===== src/rtl/npec_pkg.sv =====
// Package with status codes and shared types for the NAND page ECC corrector.
`timescale 1ns / 1ps

package npec_pkg;

    localparam int ECC_W    = 32;
    localparam int STAT_W   = 3;
    localparam int OFFS_W   = 11;
    localparam int BIT_W    = 3;
    localparam int VERD_W   = 2;
    localparam int LOC_W    = 9;
    localparam int HALF_W   = 12;

    localparam logic [ECC_W-1:0] SYND_MASK = 32'h0FFF_0FFF;

    localparam logic [STAT_W-1:0] ST_MATCH   = 3'd0;
    localparam logic [STAT_W-1:0] ST_ECC_ERR = 3'd1;
    localparam logic [STAT_W-1:0] ST_FIXED   = 3'd2;
    localparam logic [STAT_W-1:0] ST_UNCORR  = 3'd3;
    localparam logic [STAT_W-1:0] ST_SKIPPED = 3'd4;

    localparam logic [VERD_W-1:0] PV_CLEAN  = 2'd0;
    localparam logic [VERD_W-1:0] PV_RETRY  = 2'd1;
    localparam logic [VERD_W-1:0] PV_UNCORR = 2'd2;

    typedef struct packed {
        logic [STAT_W-1:0] status;
        logic [LOC_W-1:0]  loc;
        logic [BIT_W-1:0]  bit_idx;
    } synd_res_t;

endpackage


===== src/rtl/npec_syndrome.sv =====
// Syndrome decode: classify one chunk's ECC word pair and locate the bad bit.
`timescale 1ns / 1ps

module npec_syndrome
    import npec_pkg::*;
(
    input  logic [ECC_W-1:0] computed_ecc,
    input  logic [ECC_W-1:0] stored_ecc,
    input  logic             aborted,
    output synd_res_t        res
);

    logic [ECC_W-1:0] diff;
    logic [ECC_W-1:0] synd;
    logic             at_most_one;
    logic             complement;

    assign diff        = computed_ecc ^ stored_ecc;
    assign synd        = {diff[7:0], diff[15:8], diff[23:16], diff[31:24]} & SYND_MASK;
    assign at_most_one = ((synd - ECC_W'(1)) & synd) == '0;
    assign complement  = (synd[HALF_W-1:0] ^ synd[16 +: HALF_W]) == {HALF_W{1'b1}};

    always_comb begin
        res.status  = ST_MATCH;
        res.loc     = '0;
        res.bit_idx = '0;
        if (aborted) begin
            res.status = ST_SKIPPED;
        end else if (diff != '0) begin
            if (at_most_one) begin
                res.status = ST_ECC_ERR;
            end else if (!complement) begin
                res.status = ST_UNCORR;
            end else begin
                res.status  = ST_FIXED;
                res.loc     = synd[27:19];
                res.bit_idx = synd[18:16];
            end
        end
    end

endmodule


===== src/rtl/nand_page_ecc_corrector.sv =====
// Top level of the NAND page ECC corrector: request stages, page state and result register.
// Each request is held in the input register, then in the result register.
// Throughput: one chunk request per cycle unless m_tready stalls; decode is combinational.
// The input stage keeps accepting while a finished result waits, up to one held request.
// Reset (aresetn low, synchronous) empties both stages and clears chunk count and verdict.
`timescale 1ns / 1ps

module nand_page_ecc_corrector
    import npec_pkg::*;
#(
    parameter int MAX_CHUNKS = 4
) (
    input  logic        aclk,
    input  logic        aresetn,
    input  logic        s_tvalid,
    output logic        s_tready,
    input  logic [63:0] s_tdata,  // [31:0] computed_ecc, [63:32] stored_ecc
    input  logic        s_tlast,  // last_chunk
    output logic        m_tvalid,
    input  logic        m_tready,
    output logic [15:0] m_tdata,  // [10:0] byte_offset, [13:11] bit_index, [15:14] page_status
    output logic [2:0]  m_tuser,  // [2:0] chunk_status
    output logic        m_tlast   // page_done
);

    localparam int CW = (MAX_CHUNKS > 1) ? $clog2(MAX_CHUNKS) : 1;
    localparam logic [CW:0] MAX_C = (CW+1)'(MAX_CHUNKS);

    logic             in_valid_reg;
    logic [ECC_W-1:0] calc_reg;
    logic [ECC_W-1:0] stored_reg;
    logic             last_reg;

    logic [CW-1:0]     chunk_reg;
    logic [CW-1:0]     chunk_next;
    logic [VERD_W-1:0] verdict_reg;
    logic [VERD_W-1:0] verdict_upd;
    logic [VERD_W-1:0] verdict_next;

    logic              out_valid_reg;
    logic [STAT_W-1:0] status_reg;
    logic [OFFS_W-1:0] offset_reg;
    logic [BIT_W-1:0]  bit_reg;
    logic [VERD_W-1:0] pstat_reg;
    logic              done_reg;

    logic              out_ready;
    logic              advance;
    synd_res_t         sres;
    logic [31:0]       offset_wide;
    logic [OFFS_W-1:0] offset_calc;
    logic [CW:0]       chunk_inc;

    assign out_ready = !out_valid_reg || m_tready;
    assign advance   = in_valid_reg && out_ready;
    assign s_tready  = !in_valid_reg || out_ready;

    npec_syndrome u_synd (
        .computed_ecc (calc_reg),
        .stored_ecc   (stored_reg),
        .aborted      (verdict_reg == PV_UNCORR),
        .res          (sres)
    );

    assign offset_wide = 32'(sres.loc) + (32'(chunk_reg) << LOC_W);
    assign offset_calc = (sres.status == ST_FIXED) ? offset_wide[OFFS_W-1:0] : '0;
    assign chunk_inc   = {1'b0, chunk_reg} + (CW+1)'(1);

    always_comb begin
        verdict_upd = verdict_reg;
        case (sres.status)
            ST_ECC_ERR, ST_FIXED: begin
                if (verdict_reg == PV_CLEAN) begin
                    verdict_upd = PV_RETRY;
                end
            end
            ST_UNCORR: begin
                verdict_upd = PV_UNCORR;
            end
            default: begin
                verdict_upd = verdict_reg;
            end
        endcase
    end

    always_comb begin
        if (last_reg) begin
            chunk_next   = '0;
            verdict_next = PV_CLEAN;
        end else begin
            verdict_next = verdict_upd;
            if (chunk_inc < MAX_C) begin
                chunk_next = chunk_inc[CW-1:0];
            end else begin
                chunk_next = chunk_reg;
            end
        end
    end

    always_ff @(posedge aclk) begin
        if (!aresetn) begin
            in_valid_reg  <= 1'b0;
            out_valid_reg <= 1'b0;
            chunk_reg     <= '0;
            verdict_reg   <= PV_CLEAN;
        end else begin
            if (s_tready) begin
                in_valid_reg <= s_tvalid;
            end
            if (out_ready) begin
                out_valid_reg <= in_valid_reg;
            end
            if (advance) begin
                chunk_reg   <= chunk_next;
                verdict_reg <= verdict_next;
            end
        end
    end

    always_ff @(posedge aclk) begin
        if (s_tready && s_tvalid) begin
            calc_reg   <= s_tdata[31:0];
            stored_reg <= s_tdata[63:32];
            last_reg   <= s_tlast;
        end
        if (advance) begin
            status_reg <= sres.status;
            offset_reg <= offset_calc;
            bit_reg    <= sres.bit_idx;
            pstat_reg  <= verdict_upd;
            done_reg   <= last_reg;
        end
    end

    assign m_tvalid = out_valid_reg;
    assign m_tdata  = {pstat_reg, bit_reg, offset_reg};
    assign m_tuser  = status_reg;
    assign m_tlast  = done_reg;

endmodule


===== config.mk =====
export PLATFORM = sky130hd
export DESIGN_NAME = nand_page_ecc_corrector
export DESIGN_NICKNAME = d
export VERILOG_FILES = /design/src/rtl/npec_pkg.sv /design/src/rtl/npec_syndrome.sv /design/src/rtl/nand_page_ecc_corrector.sv
export SDC_FILE = /design/constraint.sdc
export NUM_CORES = 1
export LEC_CHECK = 0
export ABC_AREA = 1
export BUFFER_PORTS_ARGS = -buffer_cell sky130_fd_sc_hd__buf_4
export CORE_MARGIN = 8
export CORE_UTILIZATION = 40
export CTS_CLUSTER_DIAMETER = 100
export DETAILED_ROUTE_END_ITERATION = 10
export GPL_TIMING_DRIVEN = 0
export PLACE_DENSITY = 0.63
export SYNTH_ARGS = -nofsm -noshare
export SYNTH_HDL_FRONTEND = slang
export SYNTH_SLANG_ARGS = --single-unit
export TNS_END_PERCENT = 50

===== constraint.sdc =====
create_clock -name aclk -period 5.88 [get_ports aclk]
set_input_delay 0.588 -clock aclk [delete_from_list [all_inputs] [get_ports aclk]]
set_output_delay 0.588 -clock aclk [all_outputs]
set_load 0.1 [all_outputs]

After elaboration in Yosys (flattened, before gate mapping) --
Index checks and enable logic that the tools add are counted.
Word-level totals: register bits 91, input bits 69, logic and storage cells 51
Cells by class: $lt $le $gt $ge 1, reduce and logical (&&, ||, !) cells 13, equal/unequal tests 5, multiplexer cells 12, add/subtract/negate cells 3, bitwise gates (word level) 5
Operator list (number):
- $mux W12 | 3
- $and A32 B28 Y32 | 1
- $logic_not A32 Y1 | 1
- $reduce_bool A32 Y1 | 1
- $xor A32 B32 Y32 | 1
- $sub A28 B1 Y29 const B | 1
- $mux W15 | 1
- $eq A12 B12 Y1 const B | 1
- $xor A12 B12 Y12 | 1
- $add A9 B11 Y11 | 1
- $mux W2 | 4
- $eq A3 B2 Y1 const B | 2
- $mux W3 | 2
- $pmux W2 S2 | 1
- $reduce_or A4 Y1 | 1
- $add A2 B1 Y3 const B | 1
- $eq A3 B1 Y1 const B | 1
- $lt A3 B3 Y1 const B | 1
- $eq A2 B2 Y1 const B | 1
- $logic_and A1 B1 Y1 | 2
- $logic_not A1 Y1 | 2
- $logic_not A2 Y1 | 1
- $logic_or A1 B1 Y1 | 2
- $not A1 Y1 | 2
- other kinds (4) | 4

Longest topological paths before layout --
depth in word-level cells 11, depth in mapped cells 19, gate-level depth less buffers 19

By module --
A second synthesis with hierarchy kept.
Second synthesis, totals: cells, all modules 532, area, all modules 4690.7 sq um
By module, submodules not included:
- nand_page_ecc_corrector | area each 2969.1 sq um, cells an instance 156, times used 1
- npec_syndrome | area each 1721.7 sq um, cells an instance 376, times used 1

Least setup slack after synthesis --
OpenSTA, ideal clock, no wires.
kind flip-flop to flip-flop, start point reg out_valid_reg, in the netlist m_tvalid, end point reg calc_reg[0] (enable), buffers on the path 0, cell stages (with the launch flop) 4, library setup time 0.545 ns, arrival time 3.066 ns, clock period less this slack 3.611 ns, path slack 2.269 ns, path through dfxtp_1 > nand3_1 > nand2_1 > inv_1
Between the ends: word-level cells in the longest chain between the ends 4
RTL lines:
- from (decl) | line nand_page_ecc_corrector.sv:40 | logic out_valid_reg;
- from (signal assigned) | line nand_page_ecc_corrector.sv:111 | out_valid_reg <= in_valid_reg;
- $logic_not A1 Y1 | line nand_page_ecc_corrector.sv:54 | assign out_ready = !out_valid_reg || m_tready;
- $logic_or A1 B1 Y1 | line nand_page_ecc_corrector.sv:54
- $logic_or A1 B1 Y1 | line nand_page_ecc_corrector.sv:56 | assign s_tready = !in_valid_reg || out_ready;
- via s_tready | line nand_page_ecc_corrector.sv:16 | output logic s_tready,
- $logic_and A1 B1 Y1 | line nand_page_ecc_corrector.sv:121 | if (s_tready && s_tvalid) begin
- to (signal assigned) | line nand_page_ecc_corrector.sv:122 | calc_reg <= s_tdata[31:0];
- to (decl) | line nand_page_ecc_corrector.sv:30 | logic [ECC_W-1:0] calc_reg;
The timed path passes the listed nets, and every way through them passes these cells. A chain may end at the register's enable or synchronous reset.

Worst setup path in the final report --
start point reg stored_reg[1], end point reg offset_reg[7] (data pin)
Between the ends: word-level cells in the longest chain between the ends 8, elaborated cells on any way between the ends 16, those cells by class add/sub (2); eq/ne (2); mux (7); bitwise (3); reduce/logical (2)
RTL lines:
- from (decl) | line nand_page_ecc_corrector.sv:31 | logic [ECC_W-1:0] stored_reg;
- from (signal assigned) | line nand_page_ecc_corrector.sv:123 | stored_reg <= s_tdata[63:32];
- $xor A32 B32 Y32 (*) | line npec_syndrome.sv:18 | assign diff = computed_ecc ^ stored_ecc;
- $sub A28 B1 Y29 or $xor A12 B12 Y12 (tied branches) | line npec_syndrome.sv:20, npec_syndrome.sv:21
- $and A32 B28 Y32 or $eq A12 B12 Y1 (tied branches) | line npec_syndrome.sv:20, npec_syndrome.sv:21
- $logic_not A32 Y1, or another cell as far along | line npec_syndrome.sv:20 | assign at_most_one = ((synd - ECC_W'(1)) & synd) == '0;
- $mux W12 or $mux W3 (tied branches) | line npec_syndrome.sv:30 | if (at_most_one) begin
- $mux W15 (*) | line npec_syndrome.sv:29 | end else if (diff != '0) begin
- $mux W12 or $mux W3 (tied branches) | line npec_syndrome.sv:27 | if (aborted) begin
- $add A9 B11 Y11 or $eq A3 B2 Y1 (tied branches) | line nand_page_ecc_corrector.sv:65, nand_page_ecc_corrector.sv:66
- to (signal assigned) | line nand_page_ecc_corrector.sv:128 | offset_reg <= offset_calc;
- to (decl) | line nand_page_ecc_corrector.sv:42 | logic [OFFS_W-1:0] offset_reg;
Mark *: on every way between the ends. The rest lies on a longest branch, timed or not.

==> results.md <==
* Max Fclk at 0.431 GHz
* Total GRT Usage at 14.4%
* Fin crit period at 2.32 ns
* Post-synth ARST share at 0%
* Layout cells sized above 1 at 25.7%
* Iter 0 DRT Violations at 181
* Worst hold path class: primary input to register
* Post-DP HPWL at 8330 µm
* Setup Buffers After CTS at 0
* RSZ-0062 raised after global routing: no
* Switching share of power at 26.7%
* CP dominant cell by count: nand2_1
* CP required at 5.98 ns
* Yosys top cell area share at 56.0%
* Yosys cell types at 31
* CTS tree: done
* Count leader, synth: nand2_1
* Clock slew at reported path FFs at 0.07 ns
* CTS HTree Levels at 3
* Int Pwr at 1170 µW
* Syn_nets at 569
* Final TNS setup at 0 ns
* Setup WS post-layout at 3.56 ns
* Share of power burned in registers at 48.0%
* Ys flop type: edfxtp_1
* First-pass GRT wire length at 16700 µm
* IO buf count at 90
* Antenna diode instance count at 0
* Largest net degree at the start of global routing at 43
* CP endpoint kind: register
* TritonCTS buffer count at 9
* Congestion Overflow GR at 0
* Commonest cells in the netlist: nand2_1, edfxtp_1, inv_1, nor2_1, nand3_1
* Sequential share of the synthesized area at 58.6%
* Cell area after placement at 5440 µm²
* Synth-to-layout area growth at 25.9%
* Initial Util at 40.5%
* Clk_lat worst skew at 0.35 ns
* Clock power share at 36.9%
* # rows at 39
* Max Buffers Root-to-Sink at 2
* Cell Pwr Density at 278 nW/µm²
* Slew Viols, Final at 0
* Pre-antenna DRT Iters at 5
* Setup CP Type: register to register
* CP top delay family: simple AND/OR/NAND/NOR gates
* Syn Inst Count at 499
* EDFF count, synth at 85
* Period utilisation layout at 39.5%
* Yosys top cell by area: edfxtp_1
* Final setup viols at 0
* WL final at 10400 µm
* Total of max-cap violations at 0
* Outcome: finished, final reports clean
* Crit Path Max Fanout at 10
* VDD IR max at 0.000135 V
* Post-Place Setup Slack at 3.53 ns
* Syn_area_per_cell at 9.14 µm²
* WHS at 0.413 ns
* Post-synthesis register bit count at 91
* Post-layout util at 50.9%
* Core area at 11300 µm²
* CP cell instances: xnor2_2, nand2_1, inv_1, o2111ai_1, nor3_1, nand3_1, nand2_1, or2_1, buf_6, buf_12, nor2_2
* Crit path buf inv count at 3
* Cts repair resizes at 0
* Die ar. at 15100 µm²
* Final instance area at 5740 µm²
* RD Place Congestion at 0.833
* Worst Setup Start Kind: register
* Hold buffers post-CTS at 0
* Ranking of synthesized cells by area: edfxtp_1, nand2_1, inv_1
* Max incr delay on CP at 0.43 ns
* Worst-Margin Slew at 0.848 ns
* Area of the mapped netlist at 4560 µm²
* Slowest stage cell, crit path: edfxtp_1
* CTS root buf: clkbuf_16
* Final nets at 671
* P_sw at 426 µW
* Vias per inst at 4.52
* Drt drc at 0
* Fin. Hold Viols at 0
* Yosys warning total at 0
* P_leak at 0.00260 µW
* Die Y at 123 µm
* Chip width at 123 µm
* Vias in the first global route at 3437
* CTS sink count at 91
* Comb pwr share at 15.1%
* I/O pins at 91
* Initial antenna violation count at 0
* Slew Limit Headroom at 43.4%
* Clk_skew at 0.0129 ns
* Vias at 3386
* Worst endpoint data arrival time at 2.42 ns
* Routed len/inst at 13.9 µm
* Antenna-violating nets left at 0
path summary, 6_finish.rpt:
| kind | from | endpoint | slack (ns) | cells past startpoint |
|---|---|---|---|---|
| max | stored_reg[1] | offset_reg[7] | 3.56 | 11 |
| min | s_tdata[32] | stored_reg[0] | 0.41 | 1 |
| max reg2reg | stored_reg[1] | offset_reg[7] | 3.56 | 11 |
| min reg2reg | last_reg | m_tlast | 0.50 | 0 |
power by group through the flow:
stage,registers [µW],clock network [µW],logic [µW]
floorplan,828,0,110
global placement,779,0,236
detailed placement,780,0,241
CTS,766,600,242
global route,770,628,263
finish,766,589,240
metal layers:
layer  share of wire, %  track usage (%)  vias up
met2                 50             24.8       68
li1                   -                -     1788
met5                  0                0        -
met4                1.2             5.33        0
met1                 45             17.3     1520
met3                4.2             3.22       10
cell families (layout without fill, tap and decap cells):
group	Yosys count	after routing	share of synthesized area, %
and+or+nand+nor	298	298	29.2
adders and majority gates	1	1	0.274
xor gates and xnor gates	11	11	2.28
DFF	91	91	58.6
AOI/OAI and AO/OA	20	20	2.63
buffers and inverters	78	185	6.97
cell type report:
class | instances | area (µm²)
Buffer | 2 | 31.3
Clock buffer | 11 | 243
Clock inverter | 5 | 62.6
Fill cell | 1022 | 5530
Inverter | 76 | 287
Multi-Input combinational cell | 330 | 1570
Sequential cell | 91 | 2670
Tap cell | 143 | 179
Timing Repair Buffer | 91 | 696
worst reg2reg max path, cell delays in order, from the launching register on:
cell	delay, ns
edfxtp_1	0.43
xnor2_2	0.36
nand2_1	0.11
inv_1	0.14
o2111ai_1	0.13
nor3_1	0.24
nand3_1	0.12
nand2_1	0.09
or2_1	0.11
buf_6	0.12
buf_12	0.17
nor2_2	0.05
cell usage in the layout (no fill, tap or decap), drive strengths merged:
cell type	synthesis	final
nand2	206	206
o2111ai	3	3
clkbuf	0	11
or2	3	3
nand4	2	2
clkinv	2	3
o21ai	8	8
nor4	3	3
o22ai	4	4
ha	1	1
nand3	22	22
bufinv	0	1
nor3	2	2
clkinvlp	0	2
a21oi	5	5
edfxtp	85	85
xnor2	6	6
dfxtp	6	6
nor2	60	60
buf	2	93
xor2	5	5
inv	74	75
through the flow:
step                power [µW]  cells
finish                    1590    749
global route              1660    749
CTS                       1610    749
detailed placement        1020    733
global placement          1020    732
floorplan                  938    499
No activity file was read; power rests on OpenSTA's default activity.
